## src/rtl/dcd_pkg.sv

```systemverilog
`timescale 1ns / 1ps
// ----------------------------------------------------------------------------
// dcd_pkg - shared types and helpers of the day count to date decoder
// Widths, calendar constants, the sequencer state type and the small
// calendar and BCD functions that the decoder's modules share.
// ----------------------------------------------------------------------------
package dcd_pkg;

	localparam int unsigned BYTE_W = 8;
	localparam int unsigned DAY_W  = 16;
	localparam int unsigned YEAR_W = 12;
	localparam int unsigned MON_W  = 4;
	localparam int unsigned DOM_W  = 5;
	localparam int unsigned LEN_W  = 9;
	localparam int unsigned NIB_W  = 4;

	localparam logic [YEAR_W-1:0] EPOCH_YEAR      = 12'd1978;
	// The only multiple of 100 in the reachable span 1978..2157 that is
	// not a multiple of 400.
	localparam logic [YEAR_W-1:0] NONLEAP_CENTURY = 12'd2100;

	localparam logic [LEN_W-1:0] LEAP_YEAR_DAYS   = 9'd366;
	localparam logic [LEN_W-1:0] COMMON_YEAR_DAYS = 9'd365;

	localparam logic [MON_W-1:0] MON_JAN = 4'd0;
	localparam logic [MON_W-1:0] MON_FEB = 4'd1;
	localparam logic [MON_W-1:0] MON_DEC = 4'd11;

	typedef enum logic [1:0] {
		S_IDLE,
		S_YEAR,
		S_MONTH,
		S_DONE
	} dcd_state_t;

	typedef struct packed {
		logic [YEAR_W-1:0] year;
		logic [MON_W-1:0]  month;
		logic [DOM_W-1:0]  day_of_month;
	} dcd_date_t;

	typedef struct packed {
		logic idle;
		logic done;
	} dcd_stat_t;

	// Gregorian rule, reduced to the year span that a 16-bit count reaches.
	function automatic logic is_leap(input logic [YEAR_W-1:0] y);
		return (y[1:0] == 2'b00) && (y != NONLEAP_CENTURY);
	endfunction

	function automatic logic [DOM_W-1:0] month_len(input logic [MON_W-1:0] m,
		input logic leap);
		logic [DOM_W-1:0] len;
		case (m)
			4'd0:    len = 5'd31;
			4'd1:    len = leap ? 5'd29 : 5'd28;
			4'd2:    len = 5'd31;
			4'd3:    len = 5'd30;
			4'd4:    len = 5'd31;
			4'd5:    len = 5'd30;
			4'd6:    len = 5'd31;
			4'd7:    len = 5'd31;
			4'd8:    len = 5'd30;
			4'd9:    len = 5'd31;
			4'd10:   len = 5'd30;
			4'd11:   len = 5'd31;
			default: len = 5'd31;
		endcase
		return len;
	endfunction

	// Tens nibble times ten plus units nibble; nibbles are not range checked.
	function automatic logic [BYTE_W-1:0] bcd_to_bin(input logic [BYTE_W-1:0] b);
		logic [NIB_W-1:0] tens;
		logic [NIB_W-1:0] units;
		tens  = b[BYTE_W-1:NIB_W];
		units = b[NIB_W-1:0];
		return {1'b0, tens, 3'b000} + {3'b000, tens, 1'b0} + {4'b0000, units};
	endfunction

endpackage

```

## src/rtl/dcd_if.sv

```systemverilog
`timescale 1ns / 1ps
// ----------------------------------------------------------------------------
// dcd_req_if / dcd_rsp_if - request and response channels of the decoder
// Valid/ready channels; a word moves at a clock edge with both high.
// ----------------------------------------------------------------------------
interface dcd_req_if import dcd_pkg::*; ();
	logic              valid;
	logic              ready;
	logic [BYTE_W-1:0] day_count_low;
	logic [BYTE_W-1:0] day_count_high;
	logic [BYTE_W-1:0] hour_bcd;
	logic [BYTE_W-1:0] minute_bcd;

	modport source (
		output valid, day_count_low, day_count_high, hour_bcd, minute_bcd,
		input  ready
	);
	modport sink (
		input  valid, day_count_low, day_count_high, hour_bcd, minute_bcd,
		output ready
	);
endinterface

interface dcd_rsp_if import dcd_pkg::*; ();
	logic              valid;
	logic              ready;
	logic [YEAR_W-1:0] year;
	logic [MON_W-1:0]  month;
	logic [DOM_W-1:0]  day_of_month;
	logic [BYTE_W-1:0] hour;
	logic [BYTE_W-1:0] minute;

	modport source (
		output valid, year, month, day_of_month, hour, minute,
		input  ready
	);
	modport sink (
		input  valid, year, month, day_of_month, hour, minute,
		output ready
	);
endinterface

```

## src/rtl/day_count_to_date_decoder.sv

```systemverilog
`timescale 1ns / 1ps
// ----------------------------------------------------------------------------
// day_count_to_date_decoder - day count and BCD time to calendar date
// Turns a 16-bit day count since 1 January 1978 into year, month and day of
// month, and packed-BCD hour and minute into binary.
// ----------------------------------------------------------------------------
// Each request word carries a day count (low and high byte) and BCD hour and
// minute; each one yields exactly one response word. Counts 0 and 1 both mean
// 1 January 1978, and 65535 is 5 June 2157. Hour and minute are tens nibble
// times ten plus units nibble with no range check, so 0xFF reads as 165. The
// date is found by a single shared subtractor that removes one whole year per
// cycle and then one whole month per cycle, from 0 to 179 whole years past
// 1978 and from 0 to 11 whole months. The longest conversion is for a date in
// December 2156, since the last reachable year ends in June. The request side
// is not ready while that subtraction runs. A finished response sits in an
// output register, so the decoder takes the next request word while the
// previous response still waits to be read.
// ----------------------------------------------------------------------------
module day_count_to_date_decoder import dcd_pkg::*; (
	input  logic  clk,
	input  logic  arst_n,
	dcd_req_if.sink   req,
	dcd_rsp_if.source rsp
);

	dcd_stat_t         stat;
	dcd_date_t         date;
	logic              accept;
	logic              load;

	logic [BYTE_W-1:0] hour_q;
	logic [BYTE_W-1:0] minute_q;

	logic              rsp_valid_q;
	dcd_date_t         rsp_date_q;
	logic [BYTE_W-1:0] rsp_hour_q;
	logic [BYTE_W-1:0] rsp_minute_q;

	// The request side opens only when the converter is free.
	assign req.ready = stat.idle;
	assign accept    = req.valid && stat.idle;

	// A finished date moves into the output register when that is empty or
	// is being emptied in the same cycle; that move also frees the converter.
	assign load      = stat.done && (!rsp_valid_q || rsp.ready);

	dcd_engine u_engine (
		.clk     (clk),
		.arst_n  (arst_n),
		.start   (accept),
		.days_in ({req.day_count_high, req.day_count_low}),
		.take    (load),
		.stat    (stat),
		.date    (date)
	);

	// Time of day is decoded on entry and held beside the running conversion.
	always_ff @(posedge clk) begin
		if (accept) begin
			hour_q   <= bcd_to_bin(req.hour_bcd);
			minute_q <= bcd_to_bin(req.minute_bcd);
		end
	end

	always_ff @(posedge clk or negedge arst_n) begin
		if (!arst_n) begin
			rsp_valid_q <= 1'b0;
		end else if (load) begin
			rsp_valid_q <= 1'b1;
		end else if (rsp.ready) begin
			rsp_valid_q <= 1'b0;
		end
	end

	always_ff @(posedge clk) begin
		if (load) begin
			rsp_date_q   <= date;
			rsp_hour_q   <= hour_q;
			rsp_minute_q <= minute_q;
		end
	end

	assign rsp.valid        = rsp_valid_q;
	assign rsp.year         = rsp_date_q.year;
	assign rsp.month        = rsp_date_q.month;
	assign rsp.day_of_month = rsp_date_q.day_of_month;
	assign rsp.hour         = rsp_hour_q;
	assign rsp.minute       = rsp_minute_q;

`ifndef SYNTHESIS
	a_no_overwrite: assert property (@(posedge clk) disable iff (!arst_n)
		load |-> (!rsp_valid_q || rsp.ready))
		else $error("day_count_to_date_decoder: pending response overwritten");

	a_busy_not_ready: assert property (@(posedge clk) disable iff (!arst_n)
		accept |=> !req.ready)
		else $error("day_count_to_date_decoder: ready right after accept");

	a_month_range: assert property (@(posedge clk) disable iff (!arst_n)
		rsp_valid_q |-> (rsp_date_q.month >= 4'd1 && rsp_date_q.month <= 4'd12))
		else $error("day_count_to_date_decoder: month out of range");
`endif

endmodule

```

## src/rtl/dcd_engine.sv

```systemverilog
`timescale 1ns / 1ps
// ----------------------------------------------------------------------------
// dcd_engine - iterative day count to calendar date converter
// One shared subtractor removes one whole year, then one whole month, per
// cycle under a four-state sequencer.
// ----------------------------------------------------------------------------
module dcd_engine import dcd_pkg::*; (
	input  logic             clk,
	input  logic             arst_n,
	input  logic             start,
	input  logic [DAY_W-1:0] days_in,
	input  logic             take,
	output dcd_stat_t        stat,
	output dcd_date_t        date
);

	dcd_state_t        state_q;
	dcd_state_t        state_nxt;
	logic [DAY_W-1:0]  days_q;
	logic [YEAR_W-1:0] year_q;
	logic [MON_W-1:0]  mon_q;

	logic              leap;
	logic [LEN_W-1:0]  len;
	logic [DAY_W:0]    diff;
	logic              borrow;
	logic              last_mon;

	// Shared unit: one subtract whose borrow doubles as the compare.
	assign leap     = is_leap(year_q);
	assign len      = (state_q == S_YEAR)
		? (leap ? LEAP_YEAR_DAYS : COMMON_YEAR_DAYS)
		: {{(LEN_W-DOM_W){1'b0}}, month_len(mon_q, leap)};
	assign diff     = {1'b0, days_q} - {{(DAY_W+1-LEN_W){1'b0}}, len};
	assign borrow   = diff[DAY_W];
	assign last_mon = (mon_q >= MON_DEC);

	always_comb begin
		state_nxt = state_q;
		case (state_q)
			S_IDLE:  if (start) state_nxt = S_YEAR;
			S_YEAR:  if (borrow) state_nxt = S_MONTH;
			S_MONTH: if (borrow || last_mon) state_nxt = S_DONE;
			S_DONE:  if (take) state_nxt = S_IDLE;
			default: state_nxt = S_IDLE;
		endcase
	end

	always_ff @(posedge clk or negedge arst_n) begin
		if (!arst_n) begin
			state_q <= S_IDLE;
		end else begin
			state_q <= state_nxt;
		end
	end

	always_ff @(posedge clk) begin
		case (state_q)
			S_IDLE: begin
				if (start) begin
					// Counts 0 and 1 both mean the epoch day.
					days_q <= (days_in == '0) ? '0 : days_in - 1'b1;
					year_q <= EPOCH_YEAR;
					mon_q  <= MON_JAN;
				end
			end
			S_YEAR: begin
				if (!borrow) begin
					days_q <= diff[DAY_W-1:0];
					year_q <= year_q + 1'b1;
				end
			end
			S_MONTH: begin
				if (!borrow && !last_mon) begin
					days_q <= diff[DAY_W-1:0];
					mon_q  <= mon_q + 1'b1;
				end
			end
			default: begin
			end
		endcase
	end

	always_comb begin
		stat.idle         = (state_q == S_IDLE);
		stat.done         = (state_q == S_DONE);
		date.year         = year_q;
		date.month        = mon_q + 1'b1;
		date.day_of_month = days_q[DOM_W-1:0] + 1'b1;
	end

`ifndef SYNTHESIS
	a_start_when_idle: assert property (@(posedge clk) disable iff (!arst_n)
		start |-> state_q == S_IDLE)
		else $error("dcd_engine: start while busy");

	a_month_in_range: assert property (@(posedge clk) disable iff (!arst_n)
		(state_q == S_MONTH || state_q == S_DONE) |-> mon_q <= MON_DEC)
		else $error("dcd_engine: month index out of range");

	a_result_in_range: assert property (@(posedge clk) disable iff (!arst_n)
		state_q == S_DONE |-> (days_q < 16'd31 && year_q <= 12'd2157))
		else $error("dcd_engine: result out of range");

	a_take_returns_idle: assert property (@(posedge clk) disable iff (!arst_n)
		(state_q == S_DONE && take) |=> state_q == S_IDLE)
		else $error("dcd_engine: did not return to idle after take");

	a_year_stable_in_month: assert property (@(posedge clk) disable iff (!arst_n)
		(state_q == S_MONTH && $past(state_q) == S_MONTH) |-> $stable(year_q))
		else $error("dcd_engine: year changed during month pass");
`endif

endmodule

```

## src/flat_wrapper.sv

```systemverilog
// flat-port wrapper written by rule: the top's interface ports become plain ports
module day_count_to_date_decoder_flat import dcd_pkg::*;
  (clk, arst_n, req_valid, req_day_count_low, req_day_count_high, req_hour_bcd, req_minute_bcd, req_ready, rsp_valid, rsp_year, rsp_month, rsp_day_of_month, rsp_hour, rsp_minute, rsp_ready);
  dcd_req_if req_i ();
  dcd_rsp_if rsp_i ();
  input  logic clk;
  input  logic arst_n;
  input wire logic [$bits(req_i.valid)-1:0] req_valid;
  input wire logic [$bits(req_i.day_count_low)-1:0] req_day_count_low;
  input wire logic [$bits(req_i.day_count_high)-1:0] req_day_count_high;
  input wire logic [$bits(req_i.hour_bcd)-1:0] req_hour_bcd;
  input wire logic [$bits(req_i.minute_bcd)-1:0] req_minute_bcd;
  output wire logic [$bits(req_i.ready)-1:0] req_ready;
  output wire logic [$bits(rsp_i.valid)-1:0] rsp_valid;
  output wire logic [$bits(rsp_i.year)-1:0] rsp_year;
  output wire logic [$bits(rsp_i.month)-1:0] rsp_month;
  output wire logic [$bits(rsp_i.day_of_month)-1:0] rsp_day_of_month;
  output wire logic [$bits(rsp_i.hour)-1:0] rsp_hour;
  output wire logic [$bits(rsp_i.minute)-1:0] rsp_minute;
  input wire logic [$bits(rsp_i.ready)-1:0] rsp_ready;
  assign req_i.valid = req_valid;
  assign req_i.day_count_low = req_day_count_low;
  assign req_i.day_count_high = req_day_count_high;
  assign req_i.hour_bcd = req_hour_bcd;
  assign req_i.minute_bcd = req_minute_bcd;
  assign req_ready = req_i.ready;
  assign rsp_valid = rsp_i.valid;
  assign rsp_year = rsp_i.year;
  assign rsp_month = rsp_i.month;
  assign rsp_day_of_month = rsp_i.day_of_month;
  assign rsp_hour = rsp_i.hour;
  assign rsp_minute = rsp_i.minute;
  assign rsp_i.ready = rsp_ready;
  day_count_to_date_decoder u_core (.clk(clk), .arst_n(arst_n), .req(req_i), .rsp(rsp_i));
endmodule
```

## config.mk

```make
export PLATFORM = sky130hd
export DESIGN_NAME = day_count_to_date_decoder_flat
export DESIGN_NICKNAME = d
export VERILOG_FILES = /design/src/rtl/dcd_pkg.sv /design/src/rtl/dcd_if.sv /design/src/rtl/day_count_to_date_decoder.sv /design/src/rtl/dcd_engine.sv /design/src/flat_wrapper.sv
export SDC_FILE = /design/constraint.sdc
export NUM_CORES = 1
export LEC_CHECK = 0
export BUFFER_PORTS_ARGS = -buffer_cell sky130_fd_sc_hd__buf_2
export CAP_MARGIN = 30
export CORE_MARGIN = 2
export CORE_UTILIZATION = 40
export DETAILED_ROUTE_END_ITERATION = 10
export GPL_ROUTABILITY_DRIVEN = 0
export PLACE_DENSITY = 0.66
export SETUP_SLACK_MARGIN = 0.02
export SLEW_MARGIN = 20
export SYNTH_ARGS = -nofsm -noshare
export SYNTH_HDL_FRONTEND = slang
export SYNTH_HIERARCHICAL = 1
export SYNTH_SLANG_ARGS = --single-unit
```

## constraint.sdc

```tcl
create_clock -name clk -period 6.3 [get_ports clk]
set_input_delay 0.315 -clock clk [delete_from_list [all_inputs] [get_ports clk]]
set_output_delay 0.315 -clock clk [all_outputs]
set_load 0.05 [all_outputs]
```

==> results of run 1 <==
worst max-delay path, cell delays in order, from the launching register on:
cell and delay [ns]:
sky130_fd_sc_hd__edfxtp_1 0.46, sky130_fd_sc_hd__or4_1 0.57, sky130_fd_sc_hd__o41ai_1 0.43, sky130_fd_sc_hd__nor2_1 0.07
sky130_fd_sc_hd__o21ai_0 0.15, sky130_fd_sc_hd__o21ai_0 0.11, sky130_fd_sc_hd__ha_1 0.25, sky130_fd_sc_hd__fa_1 0.42
sky130_fd_sc_hd__and4b_1 0.32, sky130_fd_sc_hd__a41o_1 0.25, sky130_fd_sc_hd__a211oi_1 0.11, sky130_fd_sc_hd__a21o_1 0.25
sky130_fd_sc_hd__a211oi_4 0.71
power by group:
part	internal (µW)	leakage, µW	switching [µW]
Sequential	992	0.000810	128
Clock	289	0.000129	200
Combinational	453	0.00116	945
layout make-up:
type	count	area [µm²]	share of cell area
timing repair buffer	76	387.9	0.07065
clock inverter	2	15.01	0.002735
multi-input combinational	254	1916	0.3489
sequential	88	2628	0.4786
tap	143	178.9	0.03259
inverter	27	101.3	0.01846
clock buffer	14	264.0	0.04809
metrics by stage:
step,setup slack [ns],util,cells,total power [µW]
CTS,1.821,0.4808,604,3022
detailed placement,1.832,0.4555,587,2524
global placement,1.667,0.4549,587,2482
finish,1.827,0.4808,604,3007
floorplan,1.634,-,378,2174
global route,1.483,0.4808,604,3218
flip-flops by register name (all words and copies together), names as in the netlist:
name                     count
u_core/hour_q                8
u_core/minute_q              8
u_core/rsp.day_of_month      5
u_core/rsp.hour              8
u_core/rsp.minute            8
u_core/rsp.month             4
u_core/rsp.valid             1
u_core/rsp.year             12
u_core/u_engine/days_q      16
u_core/u_engine/mon_q        4
u_core/u_engine/state_q      2
u_core/u_engine/year_q      12
worst paths after layout:
kind,cells past startpoint,to,slack (ns),startpoint
setup / recovery,12,u_core/u_engine/days_q[11],1.83,u_core/u_engine/year_q[8]
hold / removal,1,u_core/minute_q[0],0.17,req_minute_bcd[0]
setup reg to reg,12,u_core/u_engine/days_q[11],1.83,u_core/u_engine/year_q[8]
hold reg to reg,0,u_core/rsp.hour[2],0.42,u_core/hour_q[2]
max in group asynchronous,2,u_core/rsp.valid,5.86,arst_n
min in group asynchronous,2,u_core/u_engine/state_q[0],0.33,arst_n
synth_stat cells, types with 2 or more instances:
master,instances
sky130_fd_sc_hd__a211oi_1,9
sky130_fd_sc_hd__a21boi_0,2
sky130_fd_sc_hd__a21o_1,5
sky130_fd_sc_hd__a21oi_1,12
sky130_fd_sc_hd__a31oi_1,3
sky130_fd_sc_hd__and2_1,5
sky130_fd_sc_hd__clkbuf_1,7
sky130_fd_sc_hd__dfrtp_1,3
sky130_fd_sc_hd__edfxtp_1,85
sky130_fd_sc_hd__fa_1,5
sky130_fd_sc_hd__ha_1,32
sky130_fd_sc_hd__inv_1,27
sky130_fd_sc_hd__nand2_1,16
sky130_fd_sc_hd__nand2b_1,7
sky130_fd_sc_hd__nand3_1,8
sky130_fd_sc_hd__nand3b_1,2
sky130_fd_sc_hd__nand4_1,4
sky130_fd_sc_hd__nand4b_1,2
sky130_fd_sc_hd__nor2_1,26
sky130_fd_sc_hd__nor2b_1,4
sky130_fd_sc_hd__nor3_1,8
sky130_fd_sc_hd__nor4_1,5
sky130_fd_sc_hd__o211ai_1,3
sky130_fd_sc_hd__o21a_1,4
sky130_fd_sc_hd__o21ai_0,14
sky130_fd_sc_hd__o22ai_1,9
sky130_fd_sc_hd__o31a_1,2
sky130_fd_sc_hd__or3_1,8
sky130_fd_sc_hd__or4_4,3
sky130_fd_sc_hd__or4b_1,3
sky130_fd_sc_hd__xnor2_1,20
sky130_fd_sc_hd__xor2_1,16
per-layer routing:
metal / share of wire / vias to the layer above
met1: 0.46 / 1510
met5: 0 / -
met3: 0.043 / 6
met2: 0.48 / 68
li1: - / 1561
met4: 0.012 / 0
logic make-up (layout without fill, tap and decap cells):
group / Yosys count / after routing / share of synthesized area
AOI/OAI and AO/OA: 75 / 75 / 0.1078
DFF: 88 / 88 / 0.5632
and+or+nand+nor: 105 / 105 / 0.1228
muxes: 1 / 1 / 0.002145
xor gates and xnor gates: 36 / 36 / 0.06758
buffers and inverters: 36 / 119 / 0.02923
adders and majority gates: 37 / 37 / 0.1073
==> flow_results.xml, run 1 <==
<?xml version="1.0" encoding="UTF-8"?>
<metrics>
  <group name="drt">
    <metric name="via_count" unit="">3145</metric>
    <metric name="detail_route.vias_per_cell" unit="">5.207</metric>
    <metric name="drt_iter0_drc" unit="">184</metric>
    <metric name="drcViolationCount" unit="">0</metric>
    <metric name="wl_per_cell" unit="µm">14.00</metric>
    <metric name="route.final.wire_length" unit="µm">8456</metric>
    <metric name="drt_antenna_net_count" unit="">0</metric>
    <metric name="drt_pre_antenna_iters" unit="">5</metric>
  </group>
  <group name="final_layout">
    <metric name="nets" unit="">529</metric>
    <metric name="areaGrowthSynthToFinish" unit="%">17.67</metric>
    <metric name="final_common_cell" unit="">sky130_fd_sc_hd__edfxtp_1</metric>
    <metric name="antenna_cells_inserted" unit="">0</metric>
    <metric name="layout_common_cells" unit="">sky130_fd_sc_hd__edfxtp_1 (85), sky130_fd_sc_hd__buf_2 (74), sky130_fd_sc_hd__ha_1 (32), sky130_fd_sc_hd__inv_1 (27), sky130_fd_sc_hd__nor2_1 (26)</metric>
    <metric name="layout.cell_area.non_filler" unit="µm²">5490</metric>
    <metric name="final_layout_size_suffix_gt1_frac" unit="">0.2082</metric>
    <metric name="layout.filler_cells" unit="">1026</metric>
  </group>
  <group name="critical_path">
    <metric name="critPathCaptureType" unit="">flop</metric>
    <metric name="required" unit="ns">6.26</metric>
    <metric name="worstPathArrival" unit="ns">4.43</metric>
    <metric name="timing.setup.critical_path_class" unit="">flop to flop</metric>
    <metric name="setup.worst_path.start_class" unit="">flop</metric>
    <metric name="crit_fanout" unit="">16</metric>
  </group>
  <group name="synthesis">
    <metric name="synth_edf_count" unit="">85</metric>
    <metric name="syn_area" unit="µm²">4666</metric>
    <metric name="syn_avg_cell_area" unit="µm²">12.34</metric>
    <metric name="synth_top_area_share" unit="">0.5471</metric>
    <metric name="ys_ff_latch" unit="">88</metric>
    <metric name="syn_inst" unit="">378</metric>
    <metric name="synth-seq-area-share" unit="">0.5632</metric>
    <metric name="synthesis.yosys.warnings" unit="">6</metric>
    <metric name="synth_top_flop_cell" unit="">sky130_fd_sc_hd__edfxtp_1</metric>
    <metric name="number_of_distinct_standard_cells_referenced_by_the_synthesized_netlist" unit="">51</metric>
    <metric name="cell_type_with_the_largest_total_area_after_synthesis" unit="">sky130_fd_sc_hd__edfxtp_1</metric>
    <metric name="synth_fp_nets" unit="">451</metric>
    <metric name="async_reset_ff_frac" unit="">0.03409</metric>
    <metric name="yosys-top-cells-area" unit="">sky130_fd_sc_hd__edfxtp_1 (55%), sky130_fd_sc_hd__ha_1 (8.6%), sky130_fd_sc_hd__xnor2_1 (3.8%)</metric>
  </group>
  <group name="grt">
    <metric name="initial_antenna_violation_count" unit="">0</metric>
    <metric name="globalRouteMet2Util" unit="">0.2267</metric>
    <metric name="grt.met3_usage" unit="">0.03266</metric>
    <metric name="grt_usage" unit="">0.1427</metric>
    <metric name="first_pass_grt_wire_length" unit="µm">14170</metric>
    <metric name="grt_busiest_layer" unit="">met2</metric>
    <metric name="grt_overflow" unit="">0</metric>
    <metric name="gr-usage-met1" unit="">0.1904</metric>
    <metric name="via_count_of_the_first_global_routing_pass" unit="">2962</metric>
    <metric name="grt_max_degree" unit="">39</metric>
  </group>
  <group name="placed_design">
    <metric name="post_dp_cell_area" unit="µm²">5201</metric>
    <metric name="port_buffers" unit="">74</metric>
    <metric name="dp_hpwl" unit="µm">6356</metric>
  </group>
  <group name="die">
    <metric name="initial_cell_density_of_the_core" unit="">0.4086</metric>
    <metric name="core_area" unit="µm²">11420</metric>
    <metric name="die_y" unit="µm">112</metric>
    <metric name="row_count" unit="">39</metric>
    <metric name="die_w" unit="µm">112</metric>
    <metric name="die-area" unit="µm²">12540</metric>
    <metric name="io_pins" unit="">75</metric>
  </group>
  <group name="timing">
    <metric name="worst_hold_slack" unit="ns">0.1694</metric>
    <metric name="clock.fmax" unit="GHz">0.2236</metric>
    <metric name="worstMarginPinSlew" unit="ns">0.8866</metric>
    <metric name="slew_violations" unit="">0</metric>
    <metric name="fin_worst_skew" unit="ns">0.008249</metric>
    <metric name="finalSetupViolations" unit="">0</metric>
    <metric name="grt_setup_unrepaired" unit="">false</metric>
    <metric name="relSlewSlack" unit="">0.4089</metric>
    <metric name="min_period" unit="ns">4.473</metric>
    <metric name="share_of_the_clock_period_used_by_the_worst_path_after_layout" unit="">0.7100</metric>
    <metric name="tns" unit="ns">0</metric>
    <metric name="timing.final.hold_violations" unit="">0</metric>
  </group>
  <group name="cts">
    <metric name="clk-insertion-delay-late" unit="ns">0.33</metric>
    <metric name="clk_transition_reported_paths" unit="ns">0.06</metric>
    <metric name="cts_hold_buf" unit="">1</metric>
    <metric name="number_of_resized_instances_in_the_post_cts_repair_step" unit="">0</metric>
    <metric name="clock-root-buffer" unit="">sky130_fd_sc_hd__clkbuf_16</metric>
    <metric name="cts_max_level" unit="">3</metric>
    <metric name="cts_tree" unit="">done</metric>
    <metric name="cts.sinks" unit="">88</metric>
    <metric name="clock_path_buffers" unit="">2</metric>
    <metric name="numCtsBuffers" unit="">9</metric>
    <metric name="cts_setup_buffers" unit="">0</metric>
  </group>
  <group name="run_status">
    <metric name="status" unit="">finished clean</metric>
  </group>
  <group name="run">
    <metric name="cap_viol_max_count" unit="">0</metric>
  </group>
  <group name="power">
    <metric name="cellPowerDensity" unit="nW/µm²">547.7</metric>
    <metric name="ir_drop_worst_vdd" unit="V">0.0002797</metric>
    <metric name="leakagePower" unit="µW">0.002099</metric>
  </group>
  <group name="worst_hold_path">
    <metric name="class_of_the_tightest_hold_or_removal_check" unit="">primary input to flop</metric>
  </group>
</metrics>
Note: power is estimated with default switching activity, not from simulation.
==> run 2: changes to the inputs <==
--- a/config.mk
+++ b/config.mk
@@ -11,7 +11,7 @@
 export CORE_UTILIZATION = 40
 export DETAILED_ROUTE_END_ITERATION = 10
 export GPL_ROUTABILITY_DRIVEN = 0
-export PLACE_DENSITY = 0.66
+export PLACE_DENSITY = 0.68
 export SETUP_SLACK_MARGIN = 0.02
 export SLEW_MARGIN = 20
 export SYNTH_ARGS = -nofsm -noshare
==> constraint.sdc (replaced) <==
create_clock -name clk -period 3.9 [get_ports clk]
set_input_delay 0.195 -clock clk [delete_from_list [all_inputs] [get_ports clk]]
set_output_delay 0.195 -clock clk [all_outputs]
set_load 0.05 [all_outputs]
==> flow_results.xml, run 2 (synthesis gave the netlist of run 1 again) <==
<?xml version="1.0" encoding="UTF-8"?>
<metrics>
  <group name="critical_path">
    <metric name="crit_slowest_cell" unit="">sky130_fd_sc_hd__or4_4</metric>
    <metric name="r2r_setup_slack" unit="ns">0.04</metric>
    <metric name="required" unit="ns">3.96</metric>
    <metric name="rr_startpoint" unit="">u_core/u_engine/year_q[8]</metric>
    <metric name="critPathCaptureType" unit="">flop</metric>
    <metric name="setup.worst_path.start_class" unit="">flop</metric>
    <metric name="cpMostUsedCell" unit="">sky130_fd_sc_hd__o21ai_1</metric>
    <metric name="r2r-end" unit="">u_core/u_engine/days_q[15]</metric>
    <metric name="timing.setup.critical_path_class" unit="">flop to flop</metric>
    <metric name="worst_path_dominant_cell_family" unit="">compound AO/OA/AOI/OAI gates</metric>
    <metric name="timing.critical_path.slowest_cell_delay" unit="ns">0.56</metric>
    <metric name="worstPathArrival" unit="ns">3.91</metric>
    <metric name="crit_fanout" unit="">8</metric>
    <metric name="rr_worst_depth" unit="">13</metric>
    <metric name="path_cells" unit="">or4_4 -&gt; o41ai_4 -&gt; nor2_1 -&gt; o21ai_1 -&gt; o21ai_1 -&gt; ha_2 -&gt; fa_2 -&gt; and4b_1 -&gt; a41o_1 -&gt; a211oi_2 -&gt; a21o_1 -&gt; a211oi_4 -&gt; clkbuf_16</metric>
    <metric name="cp_num_buf_inv" unit="">1</metric>
  </group>
  <group name="drt">
    <metric name="met3_length" unit="µm">483</metric>
    <metric name="route.final.wire_length" unit="µm">8974</metric>
    <metric name="drcViolationCount" unit="">0</metric>
    <metric name="highest_layer" unit="">met4</metric>
    <metric name="detail_route.vias_per_cell" unit="">5.167</metric>
    <metric name="wl_per_cell" unit="µm">14.59</metric>
    <metric name="via_count" unit="">3178</metric>
    <metric name="drt_pre_antenna_iters" unit="">4</metric>
    <metric name="wirelength_met1" unit="µm">4005</metric>
    <metric name="routed-wl-met2" unit="µm">4320</metric>
    <metric name="drt_iter0_drc" unit="">176</metric>
    <metric name="drt_antenna_net_count" unit="">0</metric>
  </group>
  <group name="grt">
    <metric name="first_pass_grt_wire_length" unit="µm">14340</metric>
    <metric name="initial_antenna_violation_count" unit="">0</metric>
    <metric name="grt_overflow" unit="">0</metric>
    <metric name="grt_usage" unit="">0.1459</metric>
    <metric name="via_count_of_the_first_global_routing_pass" unit="">3094</metric>
    <metric name="grt_max_degree" unit="">32</metric>
  </group>
  <group name="final_layout">
    <metric name="nets" unit="">540</metric>
    <metric name="layoutNonFillerInstCount" unit="">615</metric>
    <metric name="layout_common_cells" unit="">sky130_fd_sc_hd__edfxtp_1 (85), sky130_fd_sc_hd__buf_2 (74), sky130_fd_sc_hd__ha_1 (31), sky130_fd_sc_hd__inv_1 (27), sky130_fd_sc_hd__nor2_1 (26)</metric>
    <metric name="register_ranked_first_by_flip_flop_count" unit="">u_core/u_engine/days_q</metric>
    <metric name="largest_register_ff_count" unit="">16</metric>
    <metric name="areaGrowthSynthToFinish" unit="%">21.10</metric>
    <metric name="final_layout_size_suffix_gt1_frac" unit="">0.2394</metric>
    <metric name="final_common_cell" unit="">sky130_fd_sc_hd__edfxtp_1</metric>
    <metric name="antenna_cells_inserted" unit="">0</metric>
    <metric name="postLayoutCoreUtil" unit="">0.4949</metric>
  </group>
  <group name="timing">
    <metric name="slew_violations" unit="">0</metric>
    <metric name="timing.final.hold_violations" unit="">0</metric>
    <metric name="fin_worst_skew" unit="ns">0.004671</metric>
    <metric name="grt_setup_unrepaired" unit="">true</metric>
    <metric name="relSlewSlack" unit="">0.4037</metric>
    <metric name="worstMarginPinSlew" unit="ns">0.8891</metric>
    <metric name="finalSetupViolations" unit="">0</metric>
    <metric name="min_period" unit="ns">3.856</metric>
    <metric name="share_of_the_clock_period_used_by_the_worst_path_after_layout" unit="">0.9888</metric>
    <metric name="tns" unit="ns">0</metric>
    <metric name="clock.fmax" unit="GHz">0.2593</metric>
  </group>
  <group name="cts">
    <metric name="clk_transition_reported_paths" unit="ns">0.06</metric>
    <metric name="cts.sinks" unit="">88</metric>
    <metric name="clk-insertion-delay-late" unit="ns">0.33</metric>
    <metric name="numCtsBuffers" unit="">9</metric>
    <metric name="clock_path_buffers" unit="">2</metric>
    <metric name="cts_tree" unit="">done</metric>
    <metric name="clock-root-buffer" unit="">sky130_fd_sc_hd__clkbuf_16</metric>
    <metric name="cts_max_level" unit="">3</metric>
  </group>
  <group name="placed_design">
    <metric name="dp_hpwl" unit="µm">6472</metric>
    <metric name="placedCellCount" unit="">596</metric>
    <metric name="port_buffers" unit="">74</metric>
  </group>
  <group name="worst_hold_path">
    <metric name="hold_path_startpoint" unit="">req_hour_bcd[0]</metric>
    <metric name="class_of_the_tightest_hold_or_removal_check" unit="">primary input to flop</metric>
    <metric name="endpoint_of_the_worst_hold_timing_path" unit="">u_core/hour_q[0]</metric>
    <metric name="worst_hold_path.num_cells" unit="">1</metric>
  </group>
  <group name="power">
    <metric name="cellPowerDensity" unit="nW/µm²">897.6</metric>
    <metric name="ir_drop_worst_vdd" unit="V">0.0003712</metric>
    <metric name="leakagePower" unit="µW">0.002172</metric>
  </group>
  <group name="die">
    <metric name="die_y" unit="µm">112</metric>
    <metric name="io_pins" unit="">75</metric>
    <metric name="die-area" unit="µm²">12540</metric>
    <metric name="row_count" unit="">39</metric>
    <metric name="die_w" unit="µm">112</metric>
    <metric name="core_area" unit="µm²">11420</metric>
    <metric name="initial_cell_density_of_the_core" unit="">0.4086</metric>
  </group>
  <group name="run_status">
    <metric name="status" unit="">finished clean</metric>
  </group>
  <group name="run">
    <metric name="cap_viol_max_count" unit="">0</metric>
  </group>
</metrics>
run 2: worst max-delay path by stage:
stage                                             to  depth (start not counted)  slack, ns                 startpoint
final                     u_core/u_engine/days_q[15]                         13       0.04  u_core/u_engine/year_q[8]
after global routing      u_core/u_engine/days_q[11]                         13      -0.11  u_core/u_engine/year_q[8]
after CTS                  u_core/u_engine/days_q[0]                         13       0.06  u_core/u_engine/year_q[8]
after detailed placement   u_core/u_engine/days_q[0]                         13       0.04  u_core/u_engine/year_q[8]
after global placement     u_core/u_engine/days_q[4]                         13       0.15  u_core/u_engine/year_q[8]
after floorplan            u_core/u_engine/days_q[0]                         12       0.04  u_core/u_engine/year_q[8]
run 2: repair_timing:
action / 4_1_cts / 5_1_grt
pin swaps: 0 / 5
cloned: 0 / 1
buffers inserted: 1 / 0
hold buffers: 1 / 0
endpoints found under the hold margin: 3 / 0
endpoints found under the setup margin: 16 / 32
resized for setup: 0 / 8
run 2: worst reg2reg max path: stages, from the launching register on:
cell                        delay (ns)
sky130_fd_sc_hd__edfxtp_1         0.39
sky130_fd_sc_hd__or4_4            0.56
sky130_fd_sc_hd__o41ai_4          0.32
sky130_fd_sc_hd__nor2_1           0.07
sky130_fd_sc_hd__o21ai_1          0.13
sky130_fd_sc_hd__o21ai_1          0.08
sky130_fd_sc_hd__ha_2             0.22
sky130_fd_sc_hd__fa_2             0.36
sky130_fd_sc_hd__and4b_1          0.29
sky130_fd_sc_hd__a41o_1           0.26
sky130_fd_sc_hd__a211oi_2         0.10
sky130_fd_sc_hd__a21o_1           0.21
sky130_fd_sc_hd__a211oi_4         0.35
sky130_fd_sc_hd__clkbuf_16        0.23
run 2: area by class of cell:
cell class,count,area (µm²)
inverter,27,101.3
timing repair buffer,87,500.5
clock buffer,10,229.0
fill,1050,5768
sequential,88,2628
tap,143,178.9
clock inverter,6,60.06
multi-input combinational,254,1953
run 2: per-stage QoR:
stage / setup WS [ns] / hold slack, ns / total power, µW / area (µm²)
finish: 0.04375 / 0.03779 / 5072 / 5650
global placement: 0.1483 / -0.005544 / 4109 / 5294
global route: -0.1121 / 0.02224 / 5424 / 5650
floorplan: 0.03908 / -0.1006 / 3538 / 4691
CTS: 0.05623 / 0.02654 / 5026 / 5600
detailed placement: 0.04082 / -0.003078 / 4168 / 5294
run 2: layer usage:
metal | track usage | vias up
met2 | 0.2343 | 92
met3 | 0.04192 | 10
li1 | - | 1586
met1 | 0.1867 | 1490
met4 | 0.06016 | 0
met5 | 0 | -
run 2: power by group:
part           switching (µW)  internal, µW  leakage, µW
combinational            1570           863      0.00123
sequential                209          1600     0.000810
clock                     338           492     0.000130
==> run 3: changes to the inputs <==
--- a/config.mk
+++ b/config.mk
@@ -11,7 +11,7 @@
 export CORE_UTILIZATION = 40
 export DETAILED_ROUTE_END_ITERATION = 10
 export GPL_ROUTABILITY_DRIVEN = 0
-export PLACE_DENSITY = 0.68
+export PLACE_DENSITY = 0.66
 export SETUP_SLACK_MARGIN = 0.02
 export SLEW_MARGIN = 20
 export SYNTH_ARGS = -nofsm -noshare
==> constraint.sdc (replaced) <==
create_clock -name clk -period 4.05 [get_ports clk]
set_input_delay 0.2025 -clock clk [delete_from_list [all_inputs] [get_ports clk]]
set_output_delay 0.2025 -clock clk [all_outputs]
set_load 0.05 [all_outputs]
==> flow_results.xml, run 3 (synthesis gave the netlist of run 1 again) <==
<?xml version="1.0" encoding="UTF-8"?>
<metrics>
  <group name="grt">
    <metric name="grt_usage" unit="">0.1479</metric>
    <metric name="grt_overflow" unit="">0</metric>
    <metric name="grt_busiest_layer" unit="">met2</metric>
    <metric name="initial_antenna_violation_count" unit="">0</metric>
    <metric name="grt_max_degree" unit="">39</metric>
    <metric name="first_pass_grt_wire_length" unit="µm">14740</metric>
    <metric name="globalRouteMet2Util" unit="">0.2376</metric>
    <metric name="via_count_of_the_first_global_routing_pass" unit="">3151</metric>
    <metric name="gr-usage-met1" unit="">0.1922</metric>
    <metric name="grt.met3_usage" unit="">0.04083</metric>
  </group>
  <group name="worst_hold_path">
    <metric name="class_of_the_tightest_hold_or_removal_check" unit="">primary input to flop</metric>
  </group>
  <group name="critical_path">
    <metric name="cpMostUsedCell" unit="">sky130_fd_sc_hd__o21ai_1</metric>
    <metric name="crit_slowest_cell" unit="">sky130_fd_sc_hd__or4_4</metric>
    <metric name="required" unit="ns">4.11</metric>
    <metric name="worstPathArrival" unit="ns">3.87</metric>
    <metric name="crit_fanout" unit="">8</metric>
    <metric name="path_cells" unit="">or4_4 -&gt; o41ai_4 -&gt; nor2_1 -&gt; o21ai_1 -&gt; o21ai_1 -&gt; ha_2 -&gt; fa_2 -&gt; and4b_2 -&gt; a41o_1 -&gt; a21o_1 -&gt; o21ai_1 -&gt; a211oi_4 -&gt; clkbuf_16</metric>
    <metric name="setup.worst_path.start_class" unit="">flop</metric>
    <metric name="timing.critical_path.slowest_cell_delay" unit="ns">0.56</metric>
    <metric name="timing.setup.critical_path_class" unit="">flop to flop</metric>
    <metric name="critPathCaptureType" unit="">flop</metric>
  </group>
  <group name="drt">
    <metric name="detail_route.vias_per_cell" unit="">5.166</metric>
    <metric name="drt_pre_antenna_iters" unit="">4</metric>
    <metric name="drcViolationCount" unit="">0</metric>
    <metric name="drt_antenna_net_count" unit="">0</metric>
    <metric name="via_count" unit="">3172</metric>
    <metric name="drt_iter0_drc" unit="">148</metric>
    <metric name="wl_per_cell" unit="µm">14.43</metric>
    <metric name="route.final.wire_length" unit="µm">8862</metric>
  </group>
  <group name="timing">
    <metric name="min_period" unit="ns">3.811</metric>
    <metric name="finalSetupViolations" unit="">0</metric>
    <metric name="tns" unit="ns">0</metric>
    <metric name="clock.fmax" unit="GHz">0.2624</metric>
    <metric name="grt_setup_unrepaired" unit="">false</metric>
    <metric name="fin_worst_skew" unit="ns">0.008574</metric>
    <metric name="timing.final.hold_violations" unit="">0</metric>
    <metric name="worstMarginPinSlew" unit="ns">0.9106</metric>
    <metric name="timing.final.ws_setup" unit="ns">0.2388</metric>
    <metric name="share_of_the_clock_period_used_by_the_worst_path_after_layout" unit="">0.9410</metric>
    <metric name="slew_violations" unit="">0</metric>
    <metric name="relSlewSlack" unit="">0.3893</metric>
  </group>
  <group name="power">
    <metric name="ir_drop_worst_vdd" unit="V">0.0003270</metric>
    <metric name="finalPower" unit="µW">4981</metric>
    <metric name="cellPowerDensity" unit="nW/µm²">875.8</metric>
    <metric name="leakagePower" unit="µW">0.002194</metric>
  </group>
  <group name="placed_design">
    <metric name="post_dp_cell_area" unit="µm²">5279</metric>
    <metric name="port_buffers" unit="">74</metric>
    <metric name="preCtsSetupSlack" unit="ns">0.07714</metric>
    <metric name="dp_hpwl" unit="µm">6548</metric>
  </group>
  <group name="cts">
    <metric name="clk-insertion-delay-late" unit="ns">0.34</metric>
    <metric name="numCtsBuffers" unit="">9</metric>
    <metric name="clock_path_buffers" unit="">2</metric>
    <metric name="cts.sinks" unit="">88</metric>
    <metric name="cts_max_level" unit="">3</metric>
    <metric name="clock-root-buffer" unit="">sky130_fd_sc_hd__clkbuf_16</metric>
    <metric name="clk_transition_reported_paths" unit="ns">0.06</metric>
    <metric name="cts_tree" unit="">done</metric>
  </group>
  <group name="die">
    <metric name="die_y" unit="µm">112</metric>
    <metric name="io_pins" unit="">75</metric>
    <metric name="die-area" unit="µm²">12540</metric>
    <metric name="die_w" unit="µm">112</metric>
    <metric name="initial_cell_density_of_the_core" unit="">0.4086</metric>
    <metric name="core_area" unit="µm²">11420</metric>
    <metric name="row_count" unit="">39</metric>
  </group>
  <group name="final_layout">
    <metric name="layout.filler_cells" unit="">1019</metric>
    <metric name="areaGrowthSynthToFinish" unit="%">21.91</metric>
    <metric name="final_common_cell" unit="">sky130_fd_sc_hd__edfxtp_1</metric>
    <metric name="register_ranked_first_by_flip_flop_count" unit="">u_core/u_engine/days_q</metric>
    <metric name="nets" unit="">539</metric>
    <metric name="largest_register_ff_count" unit="">16</metric>
    <metric name="antenna_cells_inserted" unit="">0</metric>
    <metric name="final_layout_size_suffix_gt1_frac" unit="">0.2442</metric>
    <metric name="layout_common_cells" unit="">sky130_fd_sc_hd__edfxtp_1 (85), sky130_fd_sc_hd__buf_2 (74), sky130_fd_sc_hd__ha_1 (31), sky130_fd_sc_hd__inv_1 (27), sky130_fd_sc_hd__nor2_1 (26)</metric>
    <metric name="layout.cell_area.non_filler" unit="µm²">5688</metric>
  </group>
  <group name="run">
    <metric name="cap_viol_max_count" unit="">0</metric>
  </group>
  <group name="run_status">
    <metric name="status" unit="">finished clean</metric>
  </group>
</metrics>
==> run 3: area by class of cell <==
class	count	area (µm²)	share of cell area
inverter	27	101.3	0.01782
sequential	88	2628	0.4619
multi-input combinational	254	1954	0.3436
clock buffer	12	256.5	0.04509
clock inverter	4	76.32	0.01342
timing repair buffer	86	493.0	0.08667
tap	143	178.9	0.03146
==> run 3: timing repair <==
| action | in CTS | in global routing |
|---|---|---|
| setup endpoints to repair | 0 | 32 |
| setup buffers | 0 | 1 |
| resized for setup | 0 | 10 |
| hold buffers | 1 | 0 |
| endpoints found under the hold margin | 3 | 0 |
==> run 3: critical path, delay by kind of cell (launching register included) <==
family / cells / cell delay [ns]
and+or+nand+nor: 3 / 0.95
buffers and inverters: 1 / 0.22
AOI/OAI and AO/OA: 7 / 1.40
DFF: 1 / 0.40
adders and majority gates: 2 / 0.55
==> run 3: worst paths after layout <==
kind / depth (start not counted) / start / slack [ns] / to
max reg2reg: 13 / u_core/u_engine/year_q[8] / 0.24 / u_core/u_engine/days_q[8]
min in group asynchronous: 2 / arst_n / 0.20 / u_core/u_engine/state_q[1]
max in group asynchronous: 2 / arst_n / 3.74 / u_core/u_engine/state_q[0]
max: 13 / u_core/u_engine/year_q[8] / 0.24 / u_core/u_engine/days_q[8]
min reg2reg: 0 / u_core/minute_q[5] / 0.42 / u_core/rsp.minute[5]
min: 1 / req_hour_bcd[0] / 0.05 / u_core/hour_q[0]
==> run 3: power breakdown <==
group          leakage [µW]  total (µW)  switching, µW  internal (µW)
clock network      0.000159         906            330            576
registers          0.000810        1740            204           1540
logic               0.00123        2330           1510            821
total               0.00219        4980           2040           2940
==> run 3: layer usage <==
layer / share of wire / wire, µm
met5: 0 / 0
met3: 0.055 / 486
met2: 0.48 / 4216
met4: 0.019 / 172
met1: 0.45 / 3987
==> run 3: stage by stage <==
step	hold slack, ns	instances	util
final	0.05102	614	0.4981
after global placement	0.0006912	595	0.4623
after CTS	0.04346	612	0.4923
after floorplan	-0.09309	378	-
after detailed placement	0.0004041	595	0.4623
after global routing	0.04194	614	0.4981
